## config.mk

```make
export PLATFORM = sky130hd
export DESIGN_NAME = sd_spi_init_and_block_write_flat
export DESIGN_NICKNAME = d
export VERILOG_FILES = /design/src/sv/sdspi_pkg.sv /design/src/sv/sdspi_if.sv /design/src/sv/sd_spi_init_and_block_write.sv /design/src/flat_wrapper.sv
export SDC_FILE = /design/constraint.sdc
export NUM_CORES = 1
export LEC_CHECK = 0
export BUFFER_PORTS_ARGS = -buffer_cell sky130_fd_sc_hd__buf_4
export CAP_MARGIN = 20
export CORE_MARGIN = 3
export CORE_UTILIZATION = 32
export DETAILED_ROUTE_END_ITERATION = 10
export PLACE_DENSITY = 0.47
export SLEW_MARGIN = 20
export SYNTH_ARGS = -nofsm -noshare
export SYNTH_HDL_FRONTEND = slang
export SYNTH_SLANG_ARGS = --single-unit
```

## constraint.sdc

```tcl
create_clock -name clock -period 4.2 [get_ports clock]
set_input_delay 0.42 -clock clock [delete_from_list [all_inputs] [get_ports clock]]
set_output_delay 0.42 -clock clock [all_outputs]
set_load 0.005 [all_outputs]
```

## src/sv/sdspi_pkg.sv

```systemverilog
// package: phase codes, commands, status codes and payload structs
`default_nettype none
package sdspi_pkg;

   typedef enum logic [4:0] {
      PH_IDLE, PH_WAKE, PH_CMD0, PH_CMD0_DUM, PH_CMD8, PH_CMD8_TRAIL, PH_CMD8_DUM,
      PH_CMD55, PH_CMD55_DUM, PH_ACMD41, PH_ACMD41_DUM, PH_CMD16, PH_CMD16_DUM,
      PH_CMD24, PH_CMD24_DUM, PH_GAP, PH_TOKEN, PH_DATA_WAIT, PH_DATA_XFER, PH_CRC,
      PH_RESP, PH_RESP_DUM, PH_BUSY_XFER, PH_BUSY_WAIT, PH_FINAL_DUM
   } phase_type;

   localparam logic [2:0] CMD_INIT  = 3'd0;
   localparam logic [2:0] CMD_WRITE = 3'd1;
   localparam logic [2:0] CMD_DONE  = 3'd2;
   localparam logic [2:0] CMD_DATA  = 3'd3;
   localparam logic [2:0] CMD_TICK  = 3'd4;

   localparam logic [2:0] ST_OK        = 3'd0;
   localparam logic [2:0] ST_NOT_IDLE  = 3'd1;
   localparam logic [2:0] ST_INIT_TO   = 3'd2;
   localparam logic [2:0] ST_BLEN_REJ  = 3'd3;
   localparam logic [2:0] ST_CMD_REJ   = 3'd4;
   localparam logic [2:0] ST_DATA_REJ  = 3'd5;
   localparam logic [2:0] ST_BUSY_TO   = 3'd6;

   localparam logic [1:0] REG_WAKE  = 2'd0;
   localparam logic [1:0] REG_RESP  = 2'd1;
   localparam logic [1:0] REG_RETRY = 2'd2;
   localparam logic [1:0] REG_BUSY  = 2'd3;

   localparam logic [2:0] POLLING_R1 = 3'd6;
   localparam logic [7:0] BYTE_IDLE  = 8'hFF;
   localparam logic [7:0] TOKEN      = 8'hFE;
   localparam logic [9:0] BLOCK_BYTES = 10'd512;

   typedef struct packed {
      logic [2:0]  command;
      logic [31:0] sector_address;
      logic [7:0]  rx_byte;
      logic [7:0]  data_value;
   } req_type;

   typedef struct packed {
      logic       tx_valid;
      logic [7:0] tx_byte;
      logic       select_asserted;
      logic       data_request;
      logic       done_res;
      logic [2:0] status;
   } rsp_type;

endpackage
`default_nettype wire

```

## src/sv/sdspi_if.sv

```systemverilog
// valid/ready channel interface carrying one payload struct
`default_nettype none
interface sdspi_req_if;
   logic valid;
   logic ready;
   sdspi_pkg::req_type data;
   modport source (output valid, output data, input ready);
   modport sink (input valid, input data, output ready);
endinterface

interface sdspi_rsp_if;
   logic valid;
   logic ready;
   sdspi_pkg::rsp_type data;
   modport source (output valid, output data, input ready);
   modport sink (input valid, input data, output ready);
endinterface
`default_nettype wire

```

## src/sv/sd_spi_init_and_block_write.sv

```systemverilog
// top level: sd card spi-mode init and single block write sequencer
// a result is written into the output buffer when its transaction is accepted
// throughput: one input transaction per cycle while the buffer is not full; the
// output register is a two-entry buffer so input keeps flowing while a result waits
// reset: synchronous active high, sequencer idle, registers at defaults
`default_nettype none
module sd_spi_init_and_block_write (
   input  wire          clock,
   input  wire          reset,
   sdspi_req_if.sink    req,
   sdspi_rsp_if.source  rsp,
   input  wire          csr_psel,
   input  wire          csr_penable,
   input  wire          csr_pwrite,
   input  wire [3:0]    csr_paddr,
   input  wire [31:0]   csr_pwdata,
   output logic [31:0]  csr_prdata,
   output logic         csr_pready
);
   sdspi_pkg::phase_type phase_ff, phase_in;
   logic [2:0]  fidx_ff, fidx_in;
   logic [9:0]  bcnt_ff, bcnt_in;
   logic [7:0]  poll_ff, poll_in;
   logic [15:0] retry_ff, retry_in;
   logic [7:0]  last_ff, last_in;
   logic [31:0] sector_ff, sector_in;
   logic [7:0]  wake_ff, rlim_ff, blim_ff;
   logic [15:0] ilim_ff;

   // two-entry result buffer
   sdspi_pkg::rsp_type buf_ff [2];
   logic [1:0] cnt_ff;
   logic       rd_ff, wr_ff;

   sdspi_pkg::rsp_type r;
   logic emit;
   logic acc;
   sdspi_pkg::req_type q;

   assign q = req.data;
   assign req.ready = (cnt_ff != 2'd2);
   assign acc = req.valid && req.ready;
   assign rsp.valid = (cnt_ff != 2'd0);
   assign rsp.data = buf_ff[rd_ff];

   // configuration
   assign csr_pready = 1'b1;
   always_comb begin
      case (csr_paddr[3:2])
         sdspi_pkg::REG_WAKE:  csr_prdata = {24'd0, wake_ff};
         sdspi_pkg::REG_RESP:  csr_prdata = {24'd0, rlim_ff};
         sdspi_pkg::REG_RETRY: csr_prdata = {16'd0, ilim_ff};
         default:              csr_prdata = {24'd0, blim_ff};
      endcase
   end

   always_ff @(posedge clock) begin
      if (reset) begin
         wake_ff <= 8'd10; rlim_ff <= 8'd8; ilim_ff <= 16'd2000; blim_ff <= 8'd200;
      end else if (csr_psel && csr_penable && csr_pwrite && csr_paddr[1:0] == 2'd0) begin
         case (csr_paddr[3:2])
            sdspi_pkg::REG_WAKE:  wake_ff <= csr_pwdata[7:0];
            sdspi_pkg::REG_RESP:  rlim_ff <= csr_pwdata[7:0];
            sdspi_pkg::REG_RETRY: ilim_ff <= csr_pwdata[15:0];
            default:              blim_ff <= csr_pwdata[7:0];
         endcase
      end
   end

   // effective limits: zero acts as one
   logic [7:0]  wake_e, rlim_e, blim_e;
   logic [15:0] ilim_e;
   assign wake_e = (wake_ff == 8'd0) ? 8'd1 : wake_ff;
   assign rlim_e = (rlim_ff == 8'd0) ? 8'd1 : rlim_ff;
   assign blim_e = (blim_ff == 8'd0) ? 8'd1 : blim_ff;
   assign ilim_e = (ilim_ff == 16'd0) ? 16'd1 : ilim_ff;

   function automatic logic is_cmd(sdspi_pkg::phase_type p);
      return p == sdspi_pkg::PH_CMD0 || p == sdspi_pkg::PH_CMD8 ||
             p == sdspi_pkg::PH_CMD55 || p == sdspi_pkg::PH_ACMD41 ||
             p == sdspi_pkg::PH_CMD16 || p == sdspi_pkg::PH_CMD24;
   endfunction

   function automatic logic [7:0] frame_byte(sdspi_pkg::phase_type p, logic [2:0] i,
                                             logic [31:0] sec);
      logic [7:0]  code;
      logic [31:0] arg;
      logic [7:0]  crc;
      code = 8'h77; arg = 32'd0; crc = 8'hFF;
      case (p)
         sdspi_pkg::PH_CMD0:   begin code = 8'h40; crc = 8'h95; end
         sdspi_pkg::PH_CMD8:   begin code = 8'h48; arg = 32'h000001AA; crc = 8'h87; end
         sdspi_pkg::PH_ACMD41: begin code = 8'h69; arg = 32'h40000000; end
         sdspi_pkg::PH_CMD16:  begin code = 8'h50; arg = {22'd0, sdspi_pkg::BLOCK_BYTES}; end
         sdspi_pkg::PH_CMD24:  begin code = 8'h58; arg = sec; end
         default: ;
      endcase
      case (i)
         3'd0: return code;
         3'd1: return arg[31:24];
         3'd2: return arg[23:16];
         3'd3: return arg[15:8];
         3'd4: return arg[7:0];
         default: return crc;
      endcase
   endfunction

   // next state and result
   always_comb begin
      logic [7:0] pc;
      logic [15:0] rc;
      phase_in = phase_ff; fidx_in = fidx_ff; bcnt_in = bcnt_ff; poll_in = poll_ff;
      retry_in = retry_ff; last_in = last_ff; sector_in = sector_ff;
      r = '0; emit = 1'b0;
      pc = (poll_ff != 8'hFF) ? poll_ff + 8'd1 : poll_ff;
      rc = (retry_ff != 16'hFFFF) ? retry_ff + 16'd1 : retry_ff;
      case (q.command)
         sdspi_pkg::CMD_INIT: if (phase_ff == sdspi_pkg::PH_IDLE) begin
            phase_in = sdspi_pkg::PH_WAKE; poll_in = 8'd0;
            emit = 1'b1; r.tx_valid = 1'b1; r.tx_byte = sdspi_pkg::BYTE_IDLE;
         end
         sdspi_pkg::CMD_WRITE: if (phase_ff == sdspi_pkg::PH_IDLE) begin
            sector_in = q.sector_address; phase_in = sdspi_pkg::PH_CMD24; fidx_in = 3'd0;
            emit = 1'b1; r.tx_valid = 1'b1; r.select_asserted = 1'b1; r.tx_byte = 8'h58;
         end
         sdspi_pkg::CMD_DATA: if (phase_ff == sdspi_pkg::PH_DATA_WAIT) begin
            phase_in = sdspi_pkg::PH_DATA_XFER;
            emit = 1'b1; r.tx_valid = 1'b1; r.select_asserted = 1'b1; r.tx_byte = q.data_value;
         end
         sdspi_pkg::CMD_TICK: if (phase_ff == sdspi_pkg::PH_BUSY_WAIT) begin
            emit = 1'b1; r.tx_valid = 1'b1; r.tx_byte = sdspi_pkg::BYTE_IDLE;
            if (poll_ff >= blim_e) phase_in = sdspi_pkg::PH_FINAL_DUM;
            else begin phase_in = sdspi_pkg::PH_BUSY_XFER; r.select_asserted = 1'b1; end
         end
         sdspi_pkg::CMD_DONE: begin
            // default outcome: transfer of idle byte with select low
            r.tx_valid = 1'b1; r.tx_byte = sdspi_pkg::BYTE_IDLE; emit = 1'b1;
            if (is_cmd(phase_ff)) begin
               r.select_asserted = 1'b1;
               if (fidx_ff < 3'd5) begin
                  fidx_in = fidx_ff + 3'd1;
                  r.tx_byte = frame_byte(phase_ff, fidx_ff + 3'd1, sector_ff);
               end else if (fidx_ff == 3'd5) begin
                  fidx_in = sdspi_pkg::POLLING_R1; poll_in = 8'd0;
               end else begin
                  last_in = q.rx_byte; poll_in = pc;
                  if (!(q.rx_byte[7] && pc < rlim_e)) begin
                     // command complete
                     r.select_asserted = 1'b0;
                     case (phase_ff)
                        sdspi_pkg::PH_CMD0:  phase_in = sdspi_pkg::PH_CMD0_DUM;
                        sdspi_pkg::PH_CMD8:
                           if (q.rx_byte == 8'h01) begin
                              phase_in = sdspi_pkg::PH_CMD8_TRAIL; fidx_in = 3'd0;
                              r.select_asserted = 1'b1;
                           end else phase_in = sdspi_pkg::PH_CMD8_DUM;
                        sdspi_pkg::PH_CMD55:  phase_in = sdspi_pkg::PH_CMD55_DUM;
                        sdspi_pkg::PH_ACMD41: phase_in = sdspi_pkg::PH_ACMD41_DUM;
                        sdspi_pkg::PH_CMD16:  phase_in = sdspi_pkg::PH_CMD16_DUM;
                        default:
                           if (q.rx_byte != 8'h00) phase_in = sdspi_pkg::PH_CMD24_DUM;
                           else begin
                              phase_in = sdspi_pkg::PH_GAP; r.select_asserted = 1'b1;
                           end
                     endcase
                  end
               end
            end else begin
               case (phase_ff)
                  sdspi_pkg::PH_WAKE: begin
                     poll_in = pc;
                     if (pc >= wake_e) begin
                        phase_in = sdspi_pkg::PH_CMD0; fidx_in = 3'd0;
                        r.select_asserted = 1'b1; r.tx_byte = 8'h40;
                     end
                  end
                  sdspi_pkg::PH_CMD0_DUM:
                     if (last_ff != 8'h01) begin
                        phase_in = sdspi_pkg::PH_IDLE; r = '0; r.done_res = 1'b1;
                        r.status = sdspi_pkg::ST_NOT_IDLE;
                     end else begin
                        phase_in = sdspi_pkg::PH_CMD8; fidx_in = 3'd0;
                        r.select_asserted = 1'b1; r.tx_byte = 8'h48;
                     end
                  sdspi_pkg::PH_CMD8_TRAIL: begin
                     fidx_in = fidx_ff + 3'd1;
                     if (fidx_ff + 3'd1 < 3'd4) r.select_asserted = 1'b1;
                     else phase_in = sdspi_pkg::PH_CMD8_DUM;
                  end
                  sdspi_pkg::PH_CMD8_DUM: begin
                     retry_in = 16'd0; phase_in = sdspi_pkg::PH_CMD55; fidx_in = 3'd0;
                     r.select_asserted = 1'b1; r.tx_byte = 8'h77;
                  end
                  sdspi_pkg::PH_CMD55_DUM: begin
                     phase_in = sdspi_pkg::PH_ACMD41; fidx_in = 3'd0;
                     r.select_asserted = 1'b1; r.tx_byte = 8'h69;
                  end
                  sdspi_pkg::PH_ACMD41_DUM: begin
                     retry_in = rc; fidx_in = 3'd0; r.select_asserted = 1'b1;
                     if (last_ff == 8'h00) begin
                        phase_in = sdspi_pkg::PH_CMD16; r.tx_byte = 8'h50;
                     end else if (rc >= ilim_e) begin
                        phase_in = sdspi_pkg::PH_IDLE; fidx_in = fidx_ff; r = '0;
                        r.done_res = 1'b1; r.status = sdspi_pkg::ST_INIT_TO;
                     end else begin
                        phase_in = sdspi_pkg::PH_CMD55; r.tx_byte = 8'h77;
                     end
                  end
                  sdspi_pkg::PH_CMD16_DUM: begin
                     phase_in = sdspi_pkg::PH_IDLE; r = '0; r.done_res = 1'b1;
                     r.status = (last_ff == 8'h00) ? sdspi_pkg::ST_OK : sdspi_pkg::ST_BLEN_REJ;
                  end
                  sdspi_pkg::PH_CMD24_DUM: begin
                     phase_in = sdspi_pkg::PH_IDLE; r = '0; r.done_res = 1'b1;
                     r.status = sdspi_pkg::ST_CMD_REJ;
                  end
                  sdspi_pkg::PH_GAP: begin
                     phase_in = sdspi_pkg::PH_TOKEN; r.select_asserted = 1'b1;
                     r.tx_byte = sdspi_pkg::TOKEN;
                  end
                  sdspi_pkg::PH_TOKEN: begin
                     bcnt_in = 10'd0; phase_in = sdspi_pkg::PH_DATA_WAIT;
                     r = '0; r.data_request = 1'b1;
                  end
                  sdspi_pkg::PH_DATA_XFER: begin
                     bcnt_in = bcnt_ff + 10'd1;
                     if ({1'b0, bcnt_ff} + 11'd1 < {1'b0, sdspi_pkg::BLOCK_BYTES}) begin
                        phase_in = sdspi_pkg::PH_DATA_WAIT; r = '0; r.data_request = 1'b1;
                     end else begin
                        phase_in = sdspi_pkg::PH_CRC; fidx_in = 3'd0; r.select_asserted = 1'b1;
                     end
                  end
                  sdspi_pkg::PH_CRC: begin
                     fidx_in = fidx_ff + 3'd1; r.select_asserted = 1'b1;
                     if (fidx_ff + 3'd1 >= 3'd2) phase_in = sdspi_pkg::PH_RESP;
                  end
                  sdspi_pkg::PH_RESP: begin
                     last_in = q.rx_byte; phase_in = sdspi_pkg::PH_RESP_DUM;
                  end
                  sdspi_pkg::PH_RESP_DUM:
                     if (last_ff[4:0] != 5'h05) begin
                        phase_in = sdspi_pkg::PH_IDLE; r = '0; r.done_res = 1'b1;
                        r.status = sdspi_pkg::ST_DATA_REJ;
                     end else begin
                        poll_in = 8'd0; phase_in = sdspi_pkg::PH_BUSY_XFER;
                        r.select_asserted = 1'b1;
                     end
                  sdspi_pkg::PH_BUSY_XFER: begin
                     last_in = q.rx_byte; poll_in = pc;
                     if (q.rx_byte == 8'hFF) phase_in = sdspi_pkg::PH_FINAL_DUM;
                     else begin phase_in = sdspi_pkg::PH_BUSY_WAIT; emit = 1'b0; end
                  end
                  sdspi_pkg::PH_FINAL_DUM: begin
                     phase_in = sdspi_pkg::PH_IDLE; r = '0; r.done_res = 1'b1;
                     r.status = (last_ff == 8'hFF) ? sdspi_pkg::ST_OK : sdspi_pkg::ST_BUSY_TO;
                  end
                  default: emit = 1'b0;
               endcase
            end
         end
         default: ;
      endcase
   end

   // state registers
   always_ff @(posedge clock) begin
      if (reset) begin
         phase_ff <= sdspi_pkg::PH_IDLE; fidx_ff <= 3'd0; bcnt_ff <= 10'd0;
         poll_ff <= 8'd0; retry_ff <= 16'd0; last_ff <= 8'hFF; sector_ff <= 32'd0;
      end else if (acc) begin
         phase_ff <= phase_in; fidx_ff <= fidx_in; bcnt_ff <= bcnt_in;
         poll_ff <= poll_in; retry_ff <= retry_in; last_ff <= last_in; sector_ff <= sector_in;
      end
   end

   // result buffer
   logic push, pop;
   assign push = acc && emit;
   assign pop = rsp.valid && rsp.ready;
   always_ff @(posedge clock) begin
      if (push) buf_ff[wr_ff] <= r;
   end
   always_ff @(posedge clock) begin
      if (reset) begin
         cnt_ff <= 2'd0; rd_ff <= 1'b0; wr_ff <= 1'b0;
      end else begin
         if (push) wr_ff <= ~wr_ff;
         if (pop) rd_ff <= ~rd_ff;
         cnt_ff <= cnt_ff + {1'b0, push} - {1'b0, pop};
      end
   end
endmodule
`default_nettype wire

```

## src/flat_wrapper.sv

```systemverilog
// flat-port wrapper written by rule: the top's interface ports become plain ports
module sd_spi_init_and_block_write_flat 
  (clock, reset, csr_psel, csr_penable, csr_pwrite, csr_paddr, csr_pwdata, csr_prdata, csr_pready, req_valid, req_data, req_ready, rsp_valid, rsp_data, rsp_ready);
  sdspi_req_if req_i ();
  sdspi_rsp_if rsp_i ();
  input  wire clock;
  input  wire reset;
  input  wire csr_psel;
  input  wire csr_penable;
  input  wire csr_pwrite;
  input  wire [3:0] csr_paddr;
  input  wire [31:0] csr_pwdata;
  output logic [31:0] csr_prdata;
  output logic csr_pready;
  input wire logic [$bits(req_i.valid)-1:0] req_valid;
  input wire logic [$bits(req_i.data)-1:0] req_data;
  output wire logic [$bits(req_i.ready)-1:0] req_ready;
  output wire logic [$bits(rsp_i.valid)-1:0] rsp_valid;
  output wire logic [$bits(rsp_i.data)-1:0] rsp_data;
  input wire logic [$bits(rsp_i.ready)-1:0] rsp_ready;
  assign req_i.valid = req_valid;
  assign req_i.data = req_data;
  assign req_ready = req_i.ready;
  assign rsp_valid = rsp_i.valid;
  assign rsp_data = rsp_i.data;
  assign rsp_i.ready = rsp_ready;
  sd_spi_init_and_block_write u_core (.clock(clock), .reset(reset), .req(req_i), .rsp(rsp_i), .csr_psel(csr_psel), .csr_penable(csr_penable), .csr_pwrite(csr_pwrite), .csr_paddr(csr_paddr), .csr_pwdata(csr_pwdata), .csr_prdata(csr_prdata), .csr_pready(csr_pready));
endmodule
```

### Word-level counts from Yosys, hierarchy flattened

Memory sizes are Yosys's and may differ from the RTL's. A register that Yosys moved wholly into a read port is not among the register bits.
Index checks and enable logic that the tools add are counted.

| word-level totals | value |
|---|---|
| register bits | 126 |
| memory bits (writable) | 30 |
| output and inout port bits | 50 |
| logic and storage cells | 264 |
| memories | 1 |

Memories:

| name | depth | width | read ports | clocked after Yosys merged registers in | write ports | line | RTL |
|---|---|---|---|---|---|---|---|
| u_core.buf_ff | 2 | 15 | 1 | 1 | 1 | sd_spi_init_and_block_write.sv:31 | `sdspi_pkg::rsp_type buf_ff [2];` |

| cells by class | value |
|---|---|
| add/sub/neg operators | 7 |
| magnitude comparators | 8 |
| eq/ne operators | 65 |
| mux-type cells | 113 |
| bitwise operators | 4 |
| reductions and logical operators | 52 |

Operator list:

| kind | count |
|---|---|
| 8-bit two-way mux | 16 |
| 32-bit one-hot mux with 4 select lines | 1 |
| 5-bit two-way mux | 16 |
| 8-bit one-hot mux with 9 select lines | 1 |
| 5-bit one-hot mux with 14 select lines | 1 |
| 5-bit one-hot mux with 5 select lines | 2 |
| 16-bit one-hot mux with 3 select lines | 1 |
| 5-bit == test, second input constant | 9 |
| 3-bit two-way mux | 15 |
| 9-bit two-way mux | 5 |
| 9-bit one-hot mux with 5 select lines | 1 |
| 5-bit by 4-bit == test with 1-bit output, second input constant | 8 |
| 5-bit one-hot mux with 8 select lines | 1 |
| 8-bit one-hot mux with 5 select lines | 1 |
| 8-bit logical NOT | 4 |
| 16-bit two-way mux | 2 |
| 16-bit one-hot mux with 2 select lines | 1 |
| 8-bit one-hot mux with 2 select lines | 2 |
| 10-bit two-way mux | 3 |
| 6-bit one-hot mux with 5 select lines | 1 |
| 1-bit two-way mux | 23 |
| 5-bit by 3-bit == test with 1-bit output, second input constant | 4 |
| 4-bit by 3-bit inequality test with 1-bit output, second input constant | 5 |
| 10-bit one-hot mux with 2 select lines | 1 |
| other kinds (66) | 125 |

### Logic depth before layout (Yosys ltp)

| logic depth | value |
|---|---|
| depth in word-level cells | 11 |
| gate-level depth with buffers | 16 |

### Worst setup path after synthesis

Ideal clock, no wire load.

| path | value |
|---|---|
| kind | register -> register |
| from | reg u_core.retry_ff[3] |
| to | reg u_core.fidx_ff[2] |
| setup time | 121 ps |
| data arrival time | 3,657 ps |
| data required time | 4,079 ps |
| slack | 422 ps |
| stages on the path, launching flop included | 17 |
| buffers on the path | 2 |
| clock period less this slack | 3,778 ps |
| cells stage by stage | dfxtp_1 > buf_2 > and4_1 > buf_2 > nand4_2 > nor4_4 > nor2_2 > and4_4 > xor2_1 > ha_1 > a211oi_1 > o21ai_0 > a21oi_1 > o21ai_0 > a211o_1 > a21oi_2 > mux2_2 |

| between the ends | value |
|---|---|
| word-level cells in the longest chain between the ends | 5 |
| elaborated cells between the ends (all ways) | 6 |
| those cells by class | 1 x add/sub; 1 x order compare; 2 x eq/ne; 1 x mux; 1 x reduce/logical |

Ends and longest elaborated chain:

| element | line | RTL |
|---|---|---|
| start, declared | sd_spi_init_and_block_write.sv:24 | `logic [15:0] retry_ff, retry_in;` |
| start signal, assigned | sd_spi_init_and_block_write.sv:272 | `poll_ff <= poll_in; retry_ff <= retry_in; last_ff <= last_in; sector_ff <= sector_in;` |
| 16-bit by 1-bit adder with 16-bit output or 16-bit inequality test (tied branches) | sd_spi_init_and_block_write.sv:116 | `rc = (retry_ff != 16'hFFFF) ? retry_ff + 16'd1 : retry_ff;` |
| 16-bit two-way mux (*) | sd_spi_init_and_block_write.sv:116 |  |
| 16-bit >= comparator (*) | sd_spi_init_and_block_write.sv:202 | `end else if (rc >= ilim_e) begin` |
| 5-bit by 3-bit inequality test with 1-bit output (no line) (*) | - |  |
| 11-bit AND reduction (no line) (*) | - |  |
| end signal, assigned | sd_spi_init_and_block_write.sv:271 | `phase_ff <= phase_in; fidx_ff <= fidx_in; bcnt_ff <= bcnt_in;` |
| end, declared | sd_spi_init_and_block_write.sv:21 | `logic [2:0] fidx_ff, fidx_in;` |

Mark *: on every way between the ends. The rest lies on a longest branch, timed or not.
A chain may end at the register's enable or synchronous reset.

### Worst setup path after layout

| path | value |
|---|---|
| from | reg u_core.retry_ff[4] |
| to | reg u_core.fidx_ff[2] |

The elaborated chain is that of the path after synthesis.

==> impl_results.md <==
- Status: finished, final reports clean
- DRT iter0 DRCs: 871
- Most common cell in the netlist: nand2_1
- Gr usage total: 19.00%
- Die Span Y: 184.6 um
- Vias: 9402
- CTS H-Tree Depth: 4
- Final GP Congestion: 0.9472
- Core box area: 0.03099 mm2
- Normalized max-slew margin: 43.04%
- Placed Cells: 1713
- PD cells: 349.4 mW/mm2
- Number of synthesized flops with an enable pin: 30
- Hold depth: 3
- Main combinational cell family by area after synthesis: simple AND/OR/NAND/NOR gates
- CTS tree: built
- Drt via density: 5.388
- Dpl ws: 0.1153 ns
- Cell taking the most area after synthesis: dfxtp_1
- Cts bufs inserted: 17
- RSZ-0062 raised after global routing: no
- FMAX: 254.3 MHz
- Crit path launch type: flip-flop
- First-pass GRT wire length: 50.73 mm
- Rows: 64
- Mux cell area share after synthesis: 6.704%
- Synth area leaders: dfxtp_1 (25%), edfxtp_1 (8.8%), ha_1 (6.1%)
- Synthesized instance count: 1238
- IO buf count: 110
- Post-Route Utilization: 38.91%
- 1st-pass router iterations: 5
- Peak VDD IR: 284.1 uV
- FILL cells: 3177
- Synth Flop Type: dfxtp_1
- Initial Util: 32.94%
- Critical Path End: u_core.fidx_ff[2]
- Routed wire per std cell: 18.69 um
- Worst Path Arrival: 4.26 ns
- Clk_skew: 0.01109 ns
- Endpoints failing setup: 0
- Crit path kind: reg -> reg
- R2R Path Start: u_core.retry_ff[4]
- Clock buffer depth: 2
- Hold Crit Start: csr_pwdata[9]
- Setup_tns: 0 ns
- Share of the synthesized area in the top cell type: 24.91%
- Compound-Gate Fraction of Synth Area: 21.62%
- Critical Path RT: 4.53 ns
- Distinct cells, synth: 91
- Die ar.: 0.03408 mm2
- Crit path max fanout: 6
- Leakage: 0.004783 uW
- Fraction of layout cells with a size suffix above 1: 18.90%
- Critical path origin: u_core.retry_ff[4]
- Largest net degree at the start of global routing: 71
- P&R area growth vs syn: 18.11%
- Final hold violations: 0
- Initial antenna violation count: 0
- Simple-gate share of the synthesized area: 23.35%
- Sequential-to-total area share from yosys stat: 33.73%
- CTS Hold Buffers Added: 0
- Worst Tran Pin Value: 0.8544 ns
- Synthesized area: 0.01021 mm2
- Fin crit period: 3.932 ns
- HPWL after DPL: 24.53 mm
- Hold WC Path Type: in -> reg
- Post-Synth Adder-Cell Area: 6.226%
- Slew Limit Fails: 0
- Diodes inserted: 0
- Root Driver: clkbuf_16
- Ys async rst share: 0%
- Register-to-register setup slack: 0.27 ns
- #FFs+latches synth: 157
- Skew-Pair Late Insertion Delay: 0.44 ns
- Post-synth top cells: nand2_1 (152), dfxtp_1 (127), nor2_1 (117), a21oi_1 (104), inv_1 (64)
- GRT Residual Overflow: 0
- Die W: 184.6 um
- FF-to-FF path depth: 14
- Clock sink total: 157
- Vias in the first global route: 8880
- Post-synthesis xor/xnor area fraction: 1.704%
- Reg-to-reg endpoint: u_core.fidx_ff[2]
- Fin worst setup slack: 0.2682 ns
- Non-Filler Instances: 1745
- Clock slew at reported path FFs: 0.07 ns
- DRC violations left: 0
- Drt total wl: 32.61 mm
- Final period util: 93.61%
- Mean Syn Cell Area: 8.246 um2
- Nets@finish: 1480
- Ys Warns: 0
- Io pins: 144
- Final ANT Viol Nets: 0
- CP endpoint kind: flip-flop
- MaxCap Viol Count: 0
==> registers in the layout (all words and copies together), names as in the netlist, named ones only <==
signal	cells
u_core.retry_ff	16
u_core.last_ff	8
u_core.cnt_ff	2
u_core.rd_ff	1
u_core.fidx_ff	3
u_core.poll_ff	8
u_core.rlim_ff	8
u_core.wr_ff	1
u_core.phase_ff	5
u_core.bcnt_ff	10
u_core.sector_ff	32
u_core.buf_ff	30
u_core.ilim_ff	16
u_core.wake_ff	8
u_core.blim_ff	8
==> report_power, final <==
group          total [uW]  internal [uW]  switching (uW)
Combinational         970            408             562
Sequential           1650           1590            57.7
Clock                1590            939             652
Total                4210           2940            1270
==> layout by cell type (no fill, tap or decap), drive strengths merged, types with 18 or more instances in the layout <==
master	count
ha	50
nor2b	19
nand3	39
edfxtp	30
nor3	31
inv	65
mux2	27
a211o	20
buf	148
mux2i	20
nor2	121
clkbuf	22
dfxtp	127
o21ai	58
nand2	154
a21oi	107
and2	18
==> layout make-up <==
| type | instances | area (um2) | area share (%) |
|---|---|---|---|
| multi-input combinational | 948 | 6171 | 51.18 |
| sequential | 157 | 3443 | 28.56 |
| timing repair buffer | 148 | 1111 | 9.215 |
| tap | 396 | 495.5 | 4.109 |
| clock buffer | 22 | 485.5 | 4.026 |
| inverter | 64 | 240.2 | 1.992 |
| clock inverter | 10 | 111.4 | 0.9235 |
==> through the flow <==
step / area, um2 / hold slack [ns] / power [uW]
6_report: 12060 / 0.1963 / 4213
5_1_grt: 12060 / 0.1937 / 4414
4_1_cts: 12040 / 0.1752 / 4251
3_5_place_dp: 11440 / 0.4470 / 2643
3_3_place_gp: 11440 / 0.4433 / 2648
2_1_floorplan: 10260 / 0.4357 / 2286
==> logic make-up (layout without fill, tap and decap cells) <==
group / count (synthesis) / count (layout)
and+or+nand+nor: 484 / 484
AOI/OAI and AO/OA: 322 / 322
DFF: 157 / 157
buffers and inverters: 148 / 244
muxes: 55 / 55
adders and majority gates: 51 / 51
xor gates and xnor gates: 19 / 19
other: 2 / 17
==> critical path, cell delays in order (launching register included) <==
cell      delay, ns
dfxtp_1        0.42
and4_1         0.26
nand4_2        0.22
nor4_4         0.40
nor2_2         0.13
and4_4         0.22
xor2_1         0.15
ha_1           0.31
a211oi_1       0.22
o21ai_0        0.12
a21oi_1        0.24
o21ai_1        0.19
a211o_1        0.39
a21oi_2        0.20
mux2_2         0.34
==> layer usage <==
metal  global-route usage, %  up-vias  part of all wire [%]
li1                        -     4667                     -
met1                   27.75     4471                    49
met2                   28.95      239                    45
met3                   3.473       25                   4.8
met4                   4.742        0                   1.5
met5                       0        -                     0
==> how the worst min path moves through the flow <==
stage	end	slack, ns
3_5_place_dp	u_core.sector_ff[15]	0.45
4_1_cts	u_core.ilim_ff[9]	0.18
3_3_place_gp	u_core.sector_ff[8]	0.44
2_1_floorplan	u_core.sector_ff[10]	0.44
6_report	u_core.ilim_ff[9]	0.20
5_1_grt	u_core.last_ff[3]	0.19
==> what timing repair did <==
item | in CTS | in global routing
gates resized for setup | 0 | 5
buffers inserted | 0 | 0
setup endpoints to repair | 0 | 25
Note: power is estimated with default switching activity, not from simulation.
